**src/sv/cfp_pkg.sv**
```systemverilog
`default_nettype none

package cfp_pkg;

    localparam int PORT_COUNT_DEF = 4;
    localparam int MAX_DATA       = 6;
    localparam int SET_BYTES      = 20;
    localparam int PORT_STRIDE    = 9;
    localparam int REPLY_LEN      = 35;

    localparam logic [7:0] SYNC_BYTE = 8'hf5;
    localparam logic [7:0] CMD_WRITE = 8'h8a;
    localparam logic [7:0] CMD_READ  = 8'h8b;
    localparam logic [7:0] CMD_REPLY = 8'h8c;
    localparam logic [7:0] TRL_WRITE = 8'h26;
    localparam logic [7:0] TRL_END   = 8'hfa;
    localparam logic [7:0] TRL_REPLY = 8'h27;

    // F5 + 8A + 26 + FA and F5 + 8C + 27 + FA
    localparam logic [15:0] WR_SUM_INIT = 16'h029f;
    localparam logic [15:0] RD_SUM_INIT = 16'h02a2;

    localparam logic [7:0] CODE_LOCAL_IP   = 8'd0;
    localparam logic [7:0] CODE_LOCAL_PORT = 8'd1;
    localparam logic [7:0] CODE_SUBNET     = 8'd2;
    localparam logic [7:0] CODE_GATEWAY    = 8'd3;
    localparam logic [7:0] CODE_MAC        = 8'd4;
    localparam logic [7:0] CODE_REMOTE_IP  = 8'd5;
    localparam logic [7:0] CODE_REMOTE_PRT = 8'd9;
    localparam logic [7:0] CODE_PROTOCOL   = 8'd13;
    localparam logic [7:0] CODE_MODE       = 8'd14;
    localparam logic [7:0] CODE_BAUD       = 8'd15;

    typedef struct packed {
        logic       valid;
        logic       is_port;
        logic [4:0] offset;
    } dst_t;

    typedef struct packed {
        logic       reply;
        logic       commit;
        logic       baud;
        logic [1:0] port;
        logic       is_port;
        logic [4:0] offset;
        logic [2:0] len;
    } req_t;

    function automatic logic [2:0] frame_len(input logic [7:0] code, input logic [2:0] prev);
        logic [2:0] len;
        begin
            case (code) inside
                8'd0, 8'd2, 8'd3, [8'd5:8'd8]: len = 3'd4;
                8'd1, [8'd9:8'd12]:            len = 3'd2;
                8'd4:                          len = 3'd6;
                [8'd13:8'd15]:                 len = 3'd1;
                default:                       len = prev;
            endcase
            return len;
        end
    endfunction

    function automatic dst_t dest_of(input logic [7:0] code);
        dst_t d;
        begin
            d = '0;
            case (code)
                CODE_LOCAL_IP:   d = '{1'b1, 1'b0, 5'd0};
                CODE_LOCAL_PORT: d = '{1'b1, 1'b0, 5'd4};
                CODE_SUBNET:     d = '{1'b1, 1'b0, 5'd6};
                CODE_GATEWAY:    d = '{1'b1, 1'b0, 5'd10};
                CODE_MAC:        d = '{1'b1, 1'b0, 5'd14};
                CODE_REMOTE_IP:  d = '{1'b1, 1'b1, 5'd0};
                CODE_REMOTE_PRT: d = '{1'b1, 1'b1, 5'd4};
                CODE_PROTOCOL:   d = '{1'b1, 1'b1, 5'd6};
                CODE_MODE:       d = '{1'b1, 1'b1, 5'd7};
                CODE_BAUD:       d = '{1'b1, 1'b1, 5'd8};
                default:         d = '0;
            endcase
            return d;
        end
    endfunction

endpackage

`default_nettype wire

```
**src/sv/config_frame_parser_unit.sv**
```systemverilog
// Configuration frame parser for up to four serial ports sharing one parser.
// Each input transaction is one received byte (s_tdata) with the port that
// delivered it (s_tuser); bytes from ports at or above PORT_COUNT are dropped.
// The parser handles each accepted byte as it arrives. A verified write frame
// is committed into the settings RAM one byte per cycle (1 to 6 bytes), and a
// read request F5 8B streams a 35-byte reply out of the same RAM, each byte
// passing a RAM read state and then the output register, so a reply holds off
// input until its last byte is loaded, plus output stalls. Code 15 also emits
// one baud-change transaction with m_tuser high. The settings RAM comes out of
// reset as all zeros through per-entry valid bits; no clearing pass is needed.
`default_nettype none

module config_frame_parser_unit #(
    parameter int PORT_COUNT = cfp_pkg::PORT_COUNT_DEF
) (
    input  wire logic       clk,
    input  wire logic       rst_n,
    input  wire logic       s_tvalid,
    output logic            s_tready,
    input  wire logic [7:0] s_tdata,   // [7:0] rx_byte
    input  wire logic [1:0] s_tuser,   // [1:0] port
    output logic            m_tvalid,
    input  wire logic       m_tready,
    output logic      [7:0] m_tdata,   // [7:0] out_byte
    output logic            m_tuser,   // [0] out_kind
    output logic            m_tlast
);

    localparam int DEPTH  = cfp_pkg::SET_BYTES + cfp_pkg::PORT_STRIDE * PORT_COUNT;
    localparam int ADDR_W = $clog2(DEPTH);

    logic              busy;
    logic              acc;
    cfp_pkg::req_t     req;
    logic [2:0]        data_idx;
    logic [7:0]        data_byte;
    logic              mem_we;
    logic [ADDR_W-1:0] mem_waddr;
    logic [7:0]        mem_wdata;
    logic              mem_re;
    logic [ADDR_W-1:0] mem_raddr;
    logic [7:0]        mem_rdata;

    assign s_tready = !busy;
    assign acc      = s_tvalid && s_tready && (int'(s_tuser) < PORT_COUNT);

    cfp_parser u_parser (
        .clk       (clk),
        .rst_n     (rst_n),
        .acc       (acc),
        .rx_byte   (s_tdata),
        .port      (s_tuser),
        .data_idx  (data_idx),
        .data_byte (data_byte),
        .req       (req)
    );

    cfp_mem #(
        .DEPTH  (DEPTH),
        .ADDR_W (ADDR_W)
    ) u_mem (
        .clk   (clk),
        .rst_n (rst_n),
        .we    (mem_we),
        .waddr (mem_waddr),
        .wdata (mem_wdata),
        .re    (mem_re),
        .raddr (mem_raddr),
        .rdata (mem_rdata)
    );

    cfp_seq #(
        .DEPTH  (DEPTH),
        .ADDR_W (ADDR_W)
    ) u_seq (
        .clk       (clk),
        .rst_n     (rst_n),
        .req       (req),
        .busy      (busy),
        .data_idx  (data_idx),
        .data_byte (data_byte),
        .mem_we    (mem_we),
        .mem_waddr (mem_waddr),
        .mem_wdata (mem_wdata),
        .mem_re    (mem_re),
        .mem_raddr (mem_raddr),
        .mem_rdata (mem_rdata),
        .out_valid (m_tvalid),
        .out_ready (m_tready),
        .out_kind  (m_tuser),
        .out_byte  (m_tdata),
        .out_last  (m_tlast)
    );

endmodule

`default_nettype wire

```
**src/sv/cfp_mem.sv**
```systemverilog
`default_nettype none

module cfp_mem #(
    parameter int DEPTH  = 56,
    parameter int ADDR_W = $clog2(DEPTH)
) (
    input  wire logic              clk,
    input  wire logic              rst_n,
    input  wire logic              we,
    input  wire logic [ADDR_W-1:0] waddr,
    input  wire logic [7:0]        wdata,
    input  wire logic              re,
    input  wire logic [ADDR_W-1:0] raddr,
    output logic      [7:0]        rdata
);

    logic [7:0]       mem [DEPTH];
    logic [DEPTH-1:0] valid_reg;
    logic [7:0]       rdata_reg;
    logic             rvalid_reg;

    always_ff @(posedge clk)
    begin
        if (we)
        begin
            mem[waddr] <= wdata;
        end
        if (re)
        begin
            rdata_reg <= mem[raddr];
        end
    end

    // entries never written read as zero
    always_ff @(posedge clk or negedge rst_n)
    begin
        if (!rst_n)
        begin
            valid_reg  <= '0;
            rvalid_reg <= 1'b0;
        end
        else
        begin
            if (we)
            begin
                valid_reg[waddr] <= 1'b1;
            end
            if (re)
            begin
                rvalid_reg <= valid_reg[raddr];
            end
        end
    end

    assign rdata = rvalid_reg ? rdata_reg : 8'h00;

endmodule

`default_nettype wire

```
**src/sv/cfp_parser.sv**
```systemverilog
`default_nettype none

module cfp_parser (
    input  wire logic          clk,
    input  wire logic          rst_n,
    input  wire logic          acc,
    input  wire logic [7:0]    rx_byte,
    input  wire logic [1:0]    port,
    input  wire logic [2:0]    data_idx,
    output logic      [7:0]    data_byte,
    output cfp_pkg::req_t      req
);

    typedef enum logic [2:0] {
        PH_F5,
        PH_8X,
        PH_DATA,
        PH_26,
        PH_FA,
        PH_SUM
    } phase_t;

    phase_t         phase_reg, phase_next;
    logic [2:0]     count_reg, count_next;
    logic [2:0]     flen_reg, flen_next;
    logic [7:0]     code_reg, code_next;
    logic [7:0]     sum_hi_reg, sum_hi_next;
    logic           sum_idx_reg, sum_idx_next;
    logic [15:0]    sum_reg, sum_next;
    logic [7:0]     data_reg [cfp_pkg::MAX_DATA];
    logic           data_we;
    logic [2:0]     data_waddr;
    cfp_pkg::dst_t  dst;

    assign dst        = cfp_pkg::dest_of(code_reg);
    assign data_waddr = count_reg - 3'd1;
    assign data_byte  = data_reg[data_idx];

    always_comb
    begin
        phase_next   = phase_reg;
        count_next   = count_reg;
        flen_next    = flen_reg;
        code_next    = code_reg;
        sum_hi_next  = sum_hi_reg;
        sum_idx_next = sum_idx_reg;
        sum_next     = sum_reg;
        data_we      = 1'b0;
        req          = '0;
        req.port     = port;
        req.is_port  = dst.is_port;
        req.offset   = dst.offset;
        req.len      = flen_reg;
        if (acc)
        begin
            unique case (phase_reg)
                PH_F5:
                begin
                    if (rx_byte == cfp_pkg::SYNC_BYTE)
                    begin
                        phase_next = PH_8X;
                    end
                end
                PH_8X:
                begin
                    if (rx_byte == cfp_pkg::CMD_WRITE)
                    begin
                        phase_next = PH_DATA;
                        count_next = 3'd0;
                        sum_next   = cfp_pkg::WR_SUM_INIT;
                    end
                    else if (rx_byte == cfp_pkg::CMD_READ)
                    begin
                        req.reply  = 1'b1;
                        phase_next = PH_F5;
                    end
                end
                PH_DATA:
                begin
                    sum_next = sum_reg + {8'h00, rx_byte};
                    if (count_reg == 3'd0)
                    begin
                        code_next = rx_byte;
                        flen_next = cfp_pkg::frame_len(rx_byte, flen_reg);
                    end
                    else if (32'(data_waddr) < cfp_pkg::MAX_DATA)
                    begin
                        data_we = 1'b1;
                    end
                    if (count_reg == flen_next)
                    begin
                        phase_next = PH_26;
                    end
                    else
                    begin
                        count_next = count_reg + 3'd1;
                    end
                end
                PH_26:
                begin
                    phase_next = (rx_byte == cfp_pkg::TRL_WRITE) ? PH_FA : PH_F5;
                end
                PH_FA:
                begin
                    if (rx_byte == cfp_pkg::TRL_END)
                    begin
                        phase_next   = PH_SUM;
                        sum_idx_next = 1'b0;
                    end
                    else
                    begin
                        phase_next = PH_F5;
                    end
                end
                PH_SUM:
                begin
                    if (!sum_idx_reg)
                    begin
                        sum_hi_next  = rx_byte;
                        sum_idx_next = 1'b1;
                    end
                    else
                    begin
                        phase_next = PH_F5;
                        if (sum_reg == {sum_hi_reg, rx_byte} && dst.valid)
                        begin
                            req.commit = 1'b1;
                            req.baud   = (code_reg == cfp_pkg::CODE_BAUD);
                        end
                    end
                end
                default:
                begin
                    phase_next = PH_F5;
                end
            endcase
        end
    end

    always_ff @(posedge clk)
    begin
        if (data_we)
        begin
            data_reg[data_waddr] <= rx_byte;
        end
    end

    always_ff @(posedge clk or negedge rst_n)
    begin
        if (!rst_n)
        begin
            phase_reg   <= PH_F5;
            count_reg   <= 3'd0;
            flen_reg    <= 3'd0;
            code_reg    <= 8'h00;
            sum_hi_reg  <= 8'h00;
            sum_idx_reg <= 1'b0;
            sum_reg     <= 16'h0000;
        end
        else
        begin
            phase_reg   <= phase_next;
            count_reg   <= count_next;
            flen_reg    <= flen_next;
            code_reg    <= code_next;
            sum_hi_reg  <= sum_hi_next;
            sum_idx_reg <= sum_idx_next;
            sum_reg     <= sum_next;
        end
    end

endmodule

`default_nettype wire

```
**src/sv/cfp_seq.sv**
```systemverilog
`default_nettype none

module cfp_seq #(
    parameter int DEPTH  = 56,
    parameter int ADDR_W = $clog2(DEPTH)
) (
    input  wire logic              clk,
    input  wire logic              rst_n,
    input  wire cfp_pkg::req_t     req,
    output logic                   busy,
    output logic [2:0]             data_idx,
    input  wire logic [7:0]        data_byte,
    output logic                   mem_we,
    output logic [ADDR_W-1:0]      mem_waddr,
    output logic [7:0]             mem_wdata,
    output logic                   mem_re,
    output logic [ADDR_W-1:0]      mem_raddr,
    input  wire logic [7:0]        mem_rdata,
    output logic                   out_valid,
    input  wire logic              out_ready,
    output logic                   out_kind,
    output logic [7:0]             out_byte,
    output logic                   out_last
);

    localparam logic [5:0] POS_SYNC   = 6'd0;
    localparam logic [5:0] POS_CMD    = 6'd1;
    localparam logic [5:0] POS_SET    = 6'd2;
    localparam logic [5:0] POS_PORT   = 6'(2 + cfp_pkg::SET_BYTES);
    localparam logic [5:0] POS_TRL0   = 6'(POS_PORT + cfp_pkg::PORT_STRIDE);
    localparam logic [5:0] POS_TRL1   = 6'(POS_TRL0 + 1);
    localparam logic [5:0] POS_SUM_HI = 6'(POS_TRL0 + 2);
    localparam logic [5:0] POS_SUM_LO = 6'(cfp_pkg::REPLY_LEN - 1);

    typedef enum logic [2:0] {
        S_IDLE,
        S_RD,
        S_EMIT,
        S_WR,
        S_BAUD
    } state_t;

    state_t            state_reg, state_next;
    logic [5:0]        idx_reg, idx_next;
    logic [2:0]        cnt_reg, cnt_next;
    logic [15:0]       sum_reg, sum_next;
    logic [1:0]        port_reg, port_next;
    logic              is_port_reg, is_port_next;
    logic [4:0]        offset_reg, offset_next;
    logic [2:0]        len_reg, len_next;
    logic              baud_reg, baud_next;
    logic              ovalid_reg, ovalid_next;
    logic              okind_reg, okind_next;
    logic [7:0]        obyte_reg, obyte_next;
    logic              olast_reg, olast_next;
    logic              out_free;
    logic              from_mem;
    logic [ADDR_W-1:0] port_base;
    logic [7:0]        reply_byte;

    assign out_free  = !ovalid_reg || out_ready;
    assign port_base = ADDR_W'(cfp_pkg::SET_BYTES)
                     + ADDR_W'(port_reg) * ADDR_W'(cfp_pkg::PORT_STRIDE);
    assign from_mem  = (idx_reg >= POS_SET) && (idx_reg < POS_TRL0);

    assign mem_re    = (state_reg == S_RD) && from_mem;
    assign mem_raddr = (idx_reg < POS_PORT) ? ADDR_W'(idx_reg - POS_SET)
                                            : port_base + ADDR_W'(idx_reg - POS_PORT);
    assign mem_we    = (state_reg == S_WR);
    assign mem_waddr = is_port_reg ? port_base + ADDR_W'(offset_reg) + ADDR_W'(cnt_reg)
                                   : ADDR_W'(offset_reg) + ADDR_W'(cnt_reg);
    assign mem_wdata = data_byte;
    assign data_idx  = (state_reg == S_WR) ? cnt_reg : 3'd0;

    assign busy      = (state_reg != S_IDLE);
    assign out_valid = ovalid_reg;
    assign out_kind  = okind_reg;
    assign out_byte  = obyte_reg;
    assign out_last  = olast_reg;

    always_comb
    begin
        case (idx_reg)
            POS_SYNC:   reply_byte = cfp_pkg::SYNC_BYTE;
            POS_CMD:    reply_byte = cfp_pkg::CMD_REPLY;
            POS_TRL0:   reply_byte = cfp_pkg::TRL_REPLY;
            POS_TRL1:   reply_byte = cfp_pkg::TRL_END;
            POS_SUM_HI: reply_byte = sum_reg[15:8];
            POS_SUM_LO: reply_byte = sum_reg[7:0];
            default:    reply_byte = mem_rdata;
        endcase
    end

    always_comb
    begin
        state_next   = state_reg;
        idx_next     = idx_reg;
        cnt_next     = cnt_reg;
        sum_next     = sum_reg;
        port_next    = port_reg;
        is_port_next = is_port_reg;
        offset_next  = offset_reg;
        len_next     = len_reg;
        baud_next    = baud_reg;
        ovalid_next  = ovalid_reg && !out_ready;
        okind_next   = okind_reg;
        obyte_next   = obyte_reg;
        olast_next   = olast_reg;
        unique case (state_reg)
            S_IDLE:
            begin
                port_next    = req.port;
                is_port_next = req.is_port;
                offset_next  = req.offset;
                len_next     = req.len;
                baud_next    = req.baud;
                if (req.reply)
                begin
                    idx_next   = POS_SYNC;
                    sum_next   = cfp_pkg::RD_SUM_INIT;
                    state_next = S_RD;
                end
                else if (req.commit)
                begin
                    cnt_next   = 3'd0;
                    state_next = S_WR;
                end
            end
            S_RD:
            begin
                state_next = S_EMIT;
            end
            S_EMIT:
            begin
                if (out_free)
                begin
                    ovalid_next = 1'b1;
                    okind_next  = 1'b0;
                    obyte_next  = reply_byte;
                    olast_next  = (idx_reg == POS_SUM_LO);
                    if (from_mem)
                    begin
                        sum_next = sum_reg + {8'h00, mem_rdata};
                    end
                    if (idx_reg == POS_SUM_LO)
                    begin
                        state_next = S_IDLE;
                    end
                    else
                    begin
                        idx_next   = idx_reg + 6'd1;
                        state_next = S_RD;
                    end
                end
            end
            S_WR:
            begin
                cnt_next = cnt_reg + 3'd1;
                if (cnt_reg == len_reg - 3'd1)
                begin
                    state_next = baud_reg ? S_BAUD : S_IDLE;
                end
            end
            S_BAUD:
            begin
                if (out_free)
                begin
                    ovalid_next = 1'b1;
                    okind_next  = 1'b1;
                    obyte_next  = data_byte;
                    olast_next  = 1'b1;
                    state_next  = S_IDLE;
                end
            end
            default:
            begin
                state_next = S_IDLE;
            end
        endcase
    end

    always_ff @(posedge clk or negedge rst_n)
    begin
        if (!rst_n)
        begin
            state_reg   <= S_IDLE;
            idx_reg     <= 6'd0;
            cnt_reg     <= 3'd0;
            sum_reg     <= 16'h0000;
            port_reg    <= 2'd0;
            is_port_reg <= 1'b0;
            offset_reg  <= 5'd0;
            len_reg     <= 3'd0;
            baud_reg    <= 1'b0;
            ovalid_reg  <= 1'b0;
            okind_reg   <= 1'b0;
            obyte_reg   <= 8'h00;
            olast_reg   <= 1'b0;
        end
        else
        begin
            state_reg   <= state_next;
            idx_reg     <= idx_next;
            cnt_reg     <= cnt_next;
            sum_reg     <= sum_next;
            port_reg    <= port_next;
            is_port_reg <= is_port_next;
            offset_reg  <= offset_next;
            len_reg     <= len_next;
            baud_reg    <= baud_next;
            ovalid_reg  <= ovalid_next;
            okind_reg   <= okind_next;
            obyte_reg   <= obyte_next;
            olast_reg   <= olast_next;
        end
    end

endmodule

`default_nettype wire

```
**config.mk**
```make
export PLATFORM = sky130hd
export DESIGN_NAME = config_frame_parser_unit
export DESIGN_NICKNAME = d
export VERILOG_FILES = /design/src/sv/cfp_pkg.sv /design/src/sv/config_frame_parser_unit.sv /design/src/sv/cfp_mem.sv /design/src/sv/cfp_parser.sv /design/src/sv/cfp_seq.sv
export SDC_FILE = /design/constraint.sdc
export NUM_CORES = 1
export LEC_CHECK = 0
export ABC_AREA = 1
export BUFFER_PORTS_ARGS = -buffer_cell sky130_fd_sc_hd__buf_4
export CAP_MARGIN = 10
export CORE_ASPECT_RATIO = 1.2
export CORE_MARGIN = 8
export CORE_UTILIZATION = 59
export CTS_CLUSTER_SIZE = 40
export DETAILED_ROUTE_END_ITERATION = 10
export PLACE_DENSITY = 0.86
export REMOVE_ABC_BUFFERS = 1
export SYNTH_ARGS = -nofsm -noshare
export SYNTH_HDL_FRONTEND = slang
export SYNTH_HIERARCHICAL = 1
export SYNTH_SLANG_ARGS = --single-unit
```
**constraint.sdc**
```tcl
create_clock -name clk -period 4.7 [get_ports clk]
set_clock_uncertainty 0.15 [all_clocks]
set_input_delay 0.94 -clock clk [delete_from_list [all_inputs] [get_ports clk]]
set_output_delay 0.94 -clock clk [all_outputs]
set_load 0.03 [all_outputs]
```
# Word level (Yosys, flattened, before mapping)

Memories as Yosys holds them, arrays and structs flattened. A register that Yosys moved wholly into a read port is not among the register bits.
Cells that the tools add are included.

Reductions and logical operators: 40
Magnitude comparators: 13
Multiplexer cells: 76
Add/subtract/negate cells: 14
Bitwise gates (word level): 2
Equal/unequal tests: 43
Multipliers: 1

Operator list:

| cell                                                                                 | number |
|---|---|
| 3-bit 2-to-1 mux                                                                     | 26 |
| 16-bit 2-to-1 mux                                                                    | 4 |
| 16-bit one-hot mux with 2 select lines                                               | 2 |
| 56-bit OR                                                                            | 1 |
| 8-bit one-hot mux with 6 select lines                                                | 1 |
| 16-bit by 8-bit adder with 16-bit output                                             | 2 |
| 8-bit equality test (second input constant)                                          | 4 |
| 6-bit 2-to-1 mux                                                                     | 5 |
| 8-bit by 4-bit less-or-equal comparator with 1-bit output (second input constant)    | 3 |
| 8-bit 2-to-1 mux                                                                     | 3 |
| 1-bit 2-to-1 mux                                                                     | 20 |
| 6-bit equality test (second input constant)                                          | 3 |
| 2-bit by 1-bit != test with 1-bit output (second input constant)                     | 9 |
| 3-bit one-hot mux with 6 select lines                                                | 1 |
| 3-bit AND reduction                                                                  | 6 |
| 16-bit equality test                                                                 | 1 |
| 8-bit by 2-bit equality test with 1-bit output (second input constant)               | 2 |
| 8-bit by 4-bit greater-or-equal comparator with 1-bit output (second input constant) | 2 |
| 8-bit one-hot mux with 2 select lines                                                | 1 |
| 4-bit AND reduction                                                                  | 4 |
| 3-bit one-hot mux with 5 select lines                                                | 1 |
| 6-bit by 7-bit < comparator with 1-bit output (second input constant)                | 2 |
| 3-bit by 2-bit equality test with 1-bit output (second input constant)               | 4 |
| 6-bit by 5-bit < comparator with 1-bit output (second input constant)                | 2 |
| 48 further kinds                                                                     | 80 |

Bits of input ports: 14
Memory bits (writable): 496
Word-level logic and storage cells: 214
Output and inout bits: 12
Memories kept: 3
Bits in read-only memories: 96
Flip-flop bits (word level): 150

Memories:

| memory            | depth | width | read ports | clocked after Yosys merged registers in | write ports | line             | source |
|---|---|---|---|---|---|---|---|
| u_mem.mem         | 56    | 8     | 1          | 1                                       | 1           | cfp_mem.sv:17    | `logic [7:0] mem [DEPTH];` |
| (name not given)  | 16    | 6     | 1          | 0                                       | 0           | cfp_pkg.sv:68    | `case (code)` |
| u_parser.data_reg | 6     | 8     | 1          | 0                                       | 1           | cfp_parser.sv:30 | `logic [7:0] data_reg [cfp_pkg::MAX_DATA];` |

# Depth between registers and ports, before layout

Word-level depth: 12
Depth in mapped cells: 20
Gate-level depth less buffers: 17

# Cells and area by module

Netlist, hierarchy kept.

By module, submodules not included:

| module                   | area each (um^2) | instances | seq. area each (um^2) | cells each |
|---|---|---|---|---|
| cfp_mem                  | 20845.0          | 1         | 15119.5               | 1738 |
| cfp_parser               | 4752.1           | 1         | 2492.4                | 533 |
| cfp_seq                  | 4170.2           | 1         | 1276.2                | 586 |
| config_frame_parser_unit | 13.8             | 1         | 0.0                   | 3 |

# Worst setup path before layout

OpenSTA, ideal clock, no wires.

Path type: register to register
From: register u_seq.cnt_reg[1]
To: memory u_mem.mem[32][0], enable pin
Arrival: 3.046 ns
Period minus slack after synthesis: 3.566 ns
Slack: 1.134 ns
Stages on the path, launching flop included: 13
Data required time: 4.180 ns
Cells stage by stage: dfrtp_1 -> fa_1 -> ha_1 -> fa_1 -> nand2_1 -> nand2_1 -> a21oi_1 -> xor2_1 -> nand2_1 -> o31ai_1 -> nand4_1 -> clkbuf_1 -> nor2_1

Word-level cells in the longest chain between the ends: 2

Ends and longest elaborated chain:

| what                                                                                                    | line                           | source |
|---|---|---|
| start: declaration                                                                                      | cfp_seq.sv:45                  | `logic [2:0] cnt_reg, cnt_next;` |
| start signal: assignment                                                                                | cfp_seq.sv:204                 | `cnt_reg <= cnt_next;` |
| 6-bit by 3-bit adder with 6-bit output / 5-bit by 3-bit adder with 6-bit output (equally long branches) | cfp_seq.sv:70, cfp_seq.sv:71   |  |
| 6-bit 2-to-1 mux (*)                                                                                    | cfp_seq.sv:70                  | `assign mem_waddr = is_port_reg ? port_base + ADDR_W'(offset_reg) + ADDR_W'(cnt_reg)` |
| named net mem_waddr[5]                                                                                  | config_frame_parser_unit.sv:38 | `logic [ADDR_W-1:0] mem_waddr;` |
| end: declaration                                                                                        | cfp_mem.sv:17                  |  |

Mark *: on every way through the listed nets, which the timed path passes. The rest lies on a longest branch.

# Worst setup path after layout

From: register u_seq.cnt_reg[1]
To: memory u_mem.mem[52][7], enable pin

Same word-level chain as after synthesis.

==> qor.csv <==
stage;metric;value;unit
final_layout;area grow syn2layout;9.798;%
grt;first-pass GRT wire length;118.5;mm
flow_run;max-cap viol count;0;
setup_path;Critical Path RT;4810;ps
timing;final max-slew violation count;0;
grt;GR Util met1;0.3082;
timing;final hold vios;0;
setup_path;Critical Path Start Type;flip-flop;
logic_synthesis;YS warnings;6;
detailed_routing;drt via density;6.273;
power_and_ir_drop;internal power;11790;uW
clock_tree;clk buf depth;3;
detailed_routing;Avg WL per Cell;21.45;um
setup_path;worst r2r src;u_seq/cnt_reg[1];
logic_synthesis;sequential share of the synthesized area;0.6342;
clock_tree;maximum level of the CTS H-tree;2;
detailed_routing;routed vias;22340;
logic_synthesis;share of flip-flops with an asynchronous set or reset;0.2294;
timing;hold_ws;168.9;ps
timing;post-layout minimum cycle time;4255;ps
clock_tree;post-cts sizing count;0;
die;die extent in x;221.1;um
logic_synthesis;Cell variety after synth;60;
placed_design;Final HPWL DP;47.08;mm
final_layout;commonest cells after routing, fill and taps aside;edfxtp_1 (504), nand2_1 (493), nor2_1 (413);
final_layout;most common cell after layout, fill and taps aside;edfxtp_1;
placed_design;# port buffers;25;
detailed_routing;DRC Markers;0;
setup_path;slowest CP cell;nor2_1;
clock_tree;TritonCTS clock tree;yes;
final_layout;share of layout cells above drive strength 1;0.1035;
setup_path;crit-path leading delay family;simple AND/OR/NAND/NOR gates;
die;Initial Util;0.5943;
power_and_ir_drop;Clock Power Share;0.263;
setup_path;worst reg2reg path depth;11;
power_and_ir_drop;Switching Share;0.3821;
logic_synthesis;Synth area leader;edfxtp_1;
clock_tree;CTS Sinks;654;
grt;met3 usage;0.04108;
die;I/O pin count;26;
clock_tree;Skew-Pair Late Insertion Delay;640;ps
logic_synthesis;area share of the largest cell type after synthesis;0.5082;
final_layout;max FFs per register;448;
power_and_ir_drop;PwrDens;583.7;nW/um2
timing;Rel. slew slack;0.2848;
grt;grt ovf;0;
grt;GRT busiest layer;met2;
logic_synthesis;Synth Register Bits;654;
final_layout;fin nets;2938;
logic_synthesis;Synth Instances;2860;
logic_synthesis;Syn Std Cell Area;29780;um2
timing;unrepaired setup endpoints after global routing;false;
final_layout;fill cell count;3449;
detailed_routing;DRT iter0 DRCs;3141;
timing;Final TNS setup;0;ps
logic_synthesis;Post-synth EDFFs;504;
timing;FMAX;0.2350;GHz
timing;worst slew pin tran;1073;ps
setup_path;crit path DAT;4370;ps
detailed_routing;First-pass DRT Iterations;6;
clock_tree;Num CTS Buffers;59;
setup_path;R2R Path End;u_mem/mem[52][7];
power_and_ir_drop;overall power;19090;uW
setup_path;CP cell instances;fa_1 -> ha_1 -> fa_1 -> nand2_1 -> nand2_1 -> a21oi_1 -> xor2_1 -> nand2_1 -> o31ai_1 -> nand4_1 -> nor2_1;
grt;initial antenna violation count;0;
final_layout;Final Core Density;0.6525;
setup_path;slowest cell delay on critical path;730;ps
logic_synthesis;top cells by area, synth;edfxtp_1 (51%), dfrtp_1 (13%), nand2_1 (6.2%), nor2_1 (5.2%), o21ai_0 (4.6%);
die;core area;50110;um2
grt;met2 usage;0.4439;
outcome;status;finished clean;
logic_synthesis;syn avg cell area;10.41;um2
power_and_ir_drop;part of the power in registers;0.385;
die;row cnt;90;
final_layout;design area;32700;um2
clock_tree;CTS clk-pin slew, worst paths;70;ps
power_and_ir_drop;Comb power frac;0.352;
detailed_routing;Routed Antenna Nets;0;
final_layout;# diodes;0;
setup_path;critical path type;flip-flop to flip-flop;
timing;final setup fails;0;
clock_tree;Post-CTS Hold Fix Bufs;0;
power_and_ir_drop;P_sw;7293;uW
grt;Total GRT Usage;0.2589;
logic_synthesis;Primary FF master, synth;edfxtp_1;
placed_design;Placer Congestion;0.9997;
setup_path;Critical Path End Type;flip-flop;
setup_path;worst reg2reg setup slack;450;ps
setup_path;WP buf/inv;0;
die;Die Y;262.1;um
clock_tree;CTS root buf;clkbuf_16;
setup_path;Critical Path Fanout Max;9;
power_and_ir_drop;P_leak;0.01265;uW
detailed_routing;routed wire length;76.40;mm
grt;largest net degree at the start of global routing;159;
setup_path;CP most frequent cell;nand2_1;
placed_design;Area after DPL;30670;um2
die;die area;57950;um2
power_and_ir_drop;maximum vdd drop;0.4176;mV
grt;vias in the first global route;22040;
worst_hold_path;Tightest Hold Check Type;input pin to async pin;
timing;Final period util;0.9053;
clock_tree;Setup Fix Bufs, Post-CTS;0;
## through the flow
stage | std cells | setup WS, ps
floorplan | 2719 | -9158
global placement | 3450 | 622.9
detailed placement | 3450 | 568.5
CTS | 3561 | 541.6
global route | 3561 | 148.6
finish | 3561 | 445.3
## synthesized netlist by cell type, types with 8 or more instances
| master | n |
|---|---|
| o21ai_0 | 272 |
| xor2_1 | 15 |
| inv_1 | 173 |
| or2_2 | 47 |
| o211ai_1 | 34 |
| inv_2 | 20 |
| buf_6 | 18 |
| buf_2 | 45 |
| clkinv_1 | 9 |
| edfxtp_1 | 504 |
| nor3_1 | 27 |
| a32o_1 | 8 |
| a21oi_1 | 70 |
| clkbuf_1 | 44 |
| nand4_1 | 12 |
| buf_4 | 24 |
| dfrtp_1 | 150 |
| o22ai_1 | 100 |
| nand2_1 | 493 |
| ha_1 | 50 |
| xnor2_1 | 11 |
| nor2_1 | 414 |
| nand3_1 | 167 |
| o21ai_1 | 70 |
## power by group through the flow
stage	clock [uW]	combinational, uW	sequential, uW
floorplan	0	4040	7480
global placement	0	6250	7420
detailed placement	0	6450	7440
CTS	5070	6540	7330
global route	5270	7240	7370
finish	5020	6720	7340
## how the worst max path moves through the flow
stage,start,end,slack [ps],cells past startpoint
final,u_seq/cnt_reg[1],u_mem/mem[52][7],450,11
after global placement,u_seq/cnt_reg[1],u_mem/mem[54][0],620,11
after CTS,u_seq/cnt_reg[1],u_mem/mem[52][7],540,11
after global routing,u_seq/cnt_reg[1],u_mem/mem[52][1],150,11
after detailed placement,u_seq/cnt_reg[1],u_mem/mem[52][1],570,11
after floorplan,u_seq/idx_reg[2],u_mem/rdata_reg[0],-9160,13
## logic make-up after synthesis
| family | after synthesis | synth area share |
|---|---|---|
| xor gates and xnor gates | 26 | 0.007646 |
| and+or+nand+nor | 1194 | 0.1683 |
| adders and majority gates | 57 | 0.02571 |
| other | 1 | 0.0001259 |
| AOI/OAI and AO/OA | 581 | 0.1096 |
| DFF | 654 | 0.6342 |
| muxes | 2 | 0.0007142 |
| buffers and inverters | 345 | 0.05365 |
## final cells by class
class                   instances  area [um2]  area share
clock inverters                33       394.1     0.01205
repair buffers                 87       744.5     0.02277
flip-flops and latches        654       18890      0.5776
inverters                     204       773.2     0.02365
well taps                     644       805.8     0.02464
multi-input cells            1861        9455      0.2892
clock buffers                  78        1638     0.05009
## routing by layer
metal  wire (um)  up-vias
met4        4872        0
met2       37240     1476
met3        7193      337
li1            -     9913
met5           0        -
met1       27090    10610
Note: power is estimated with default switching activity, not from simulation.
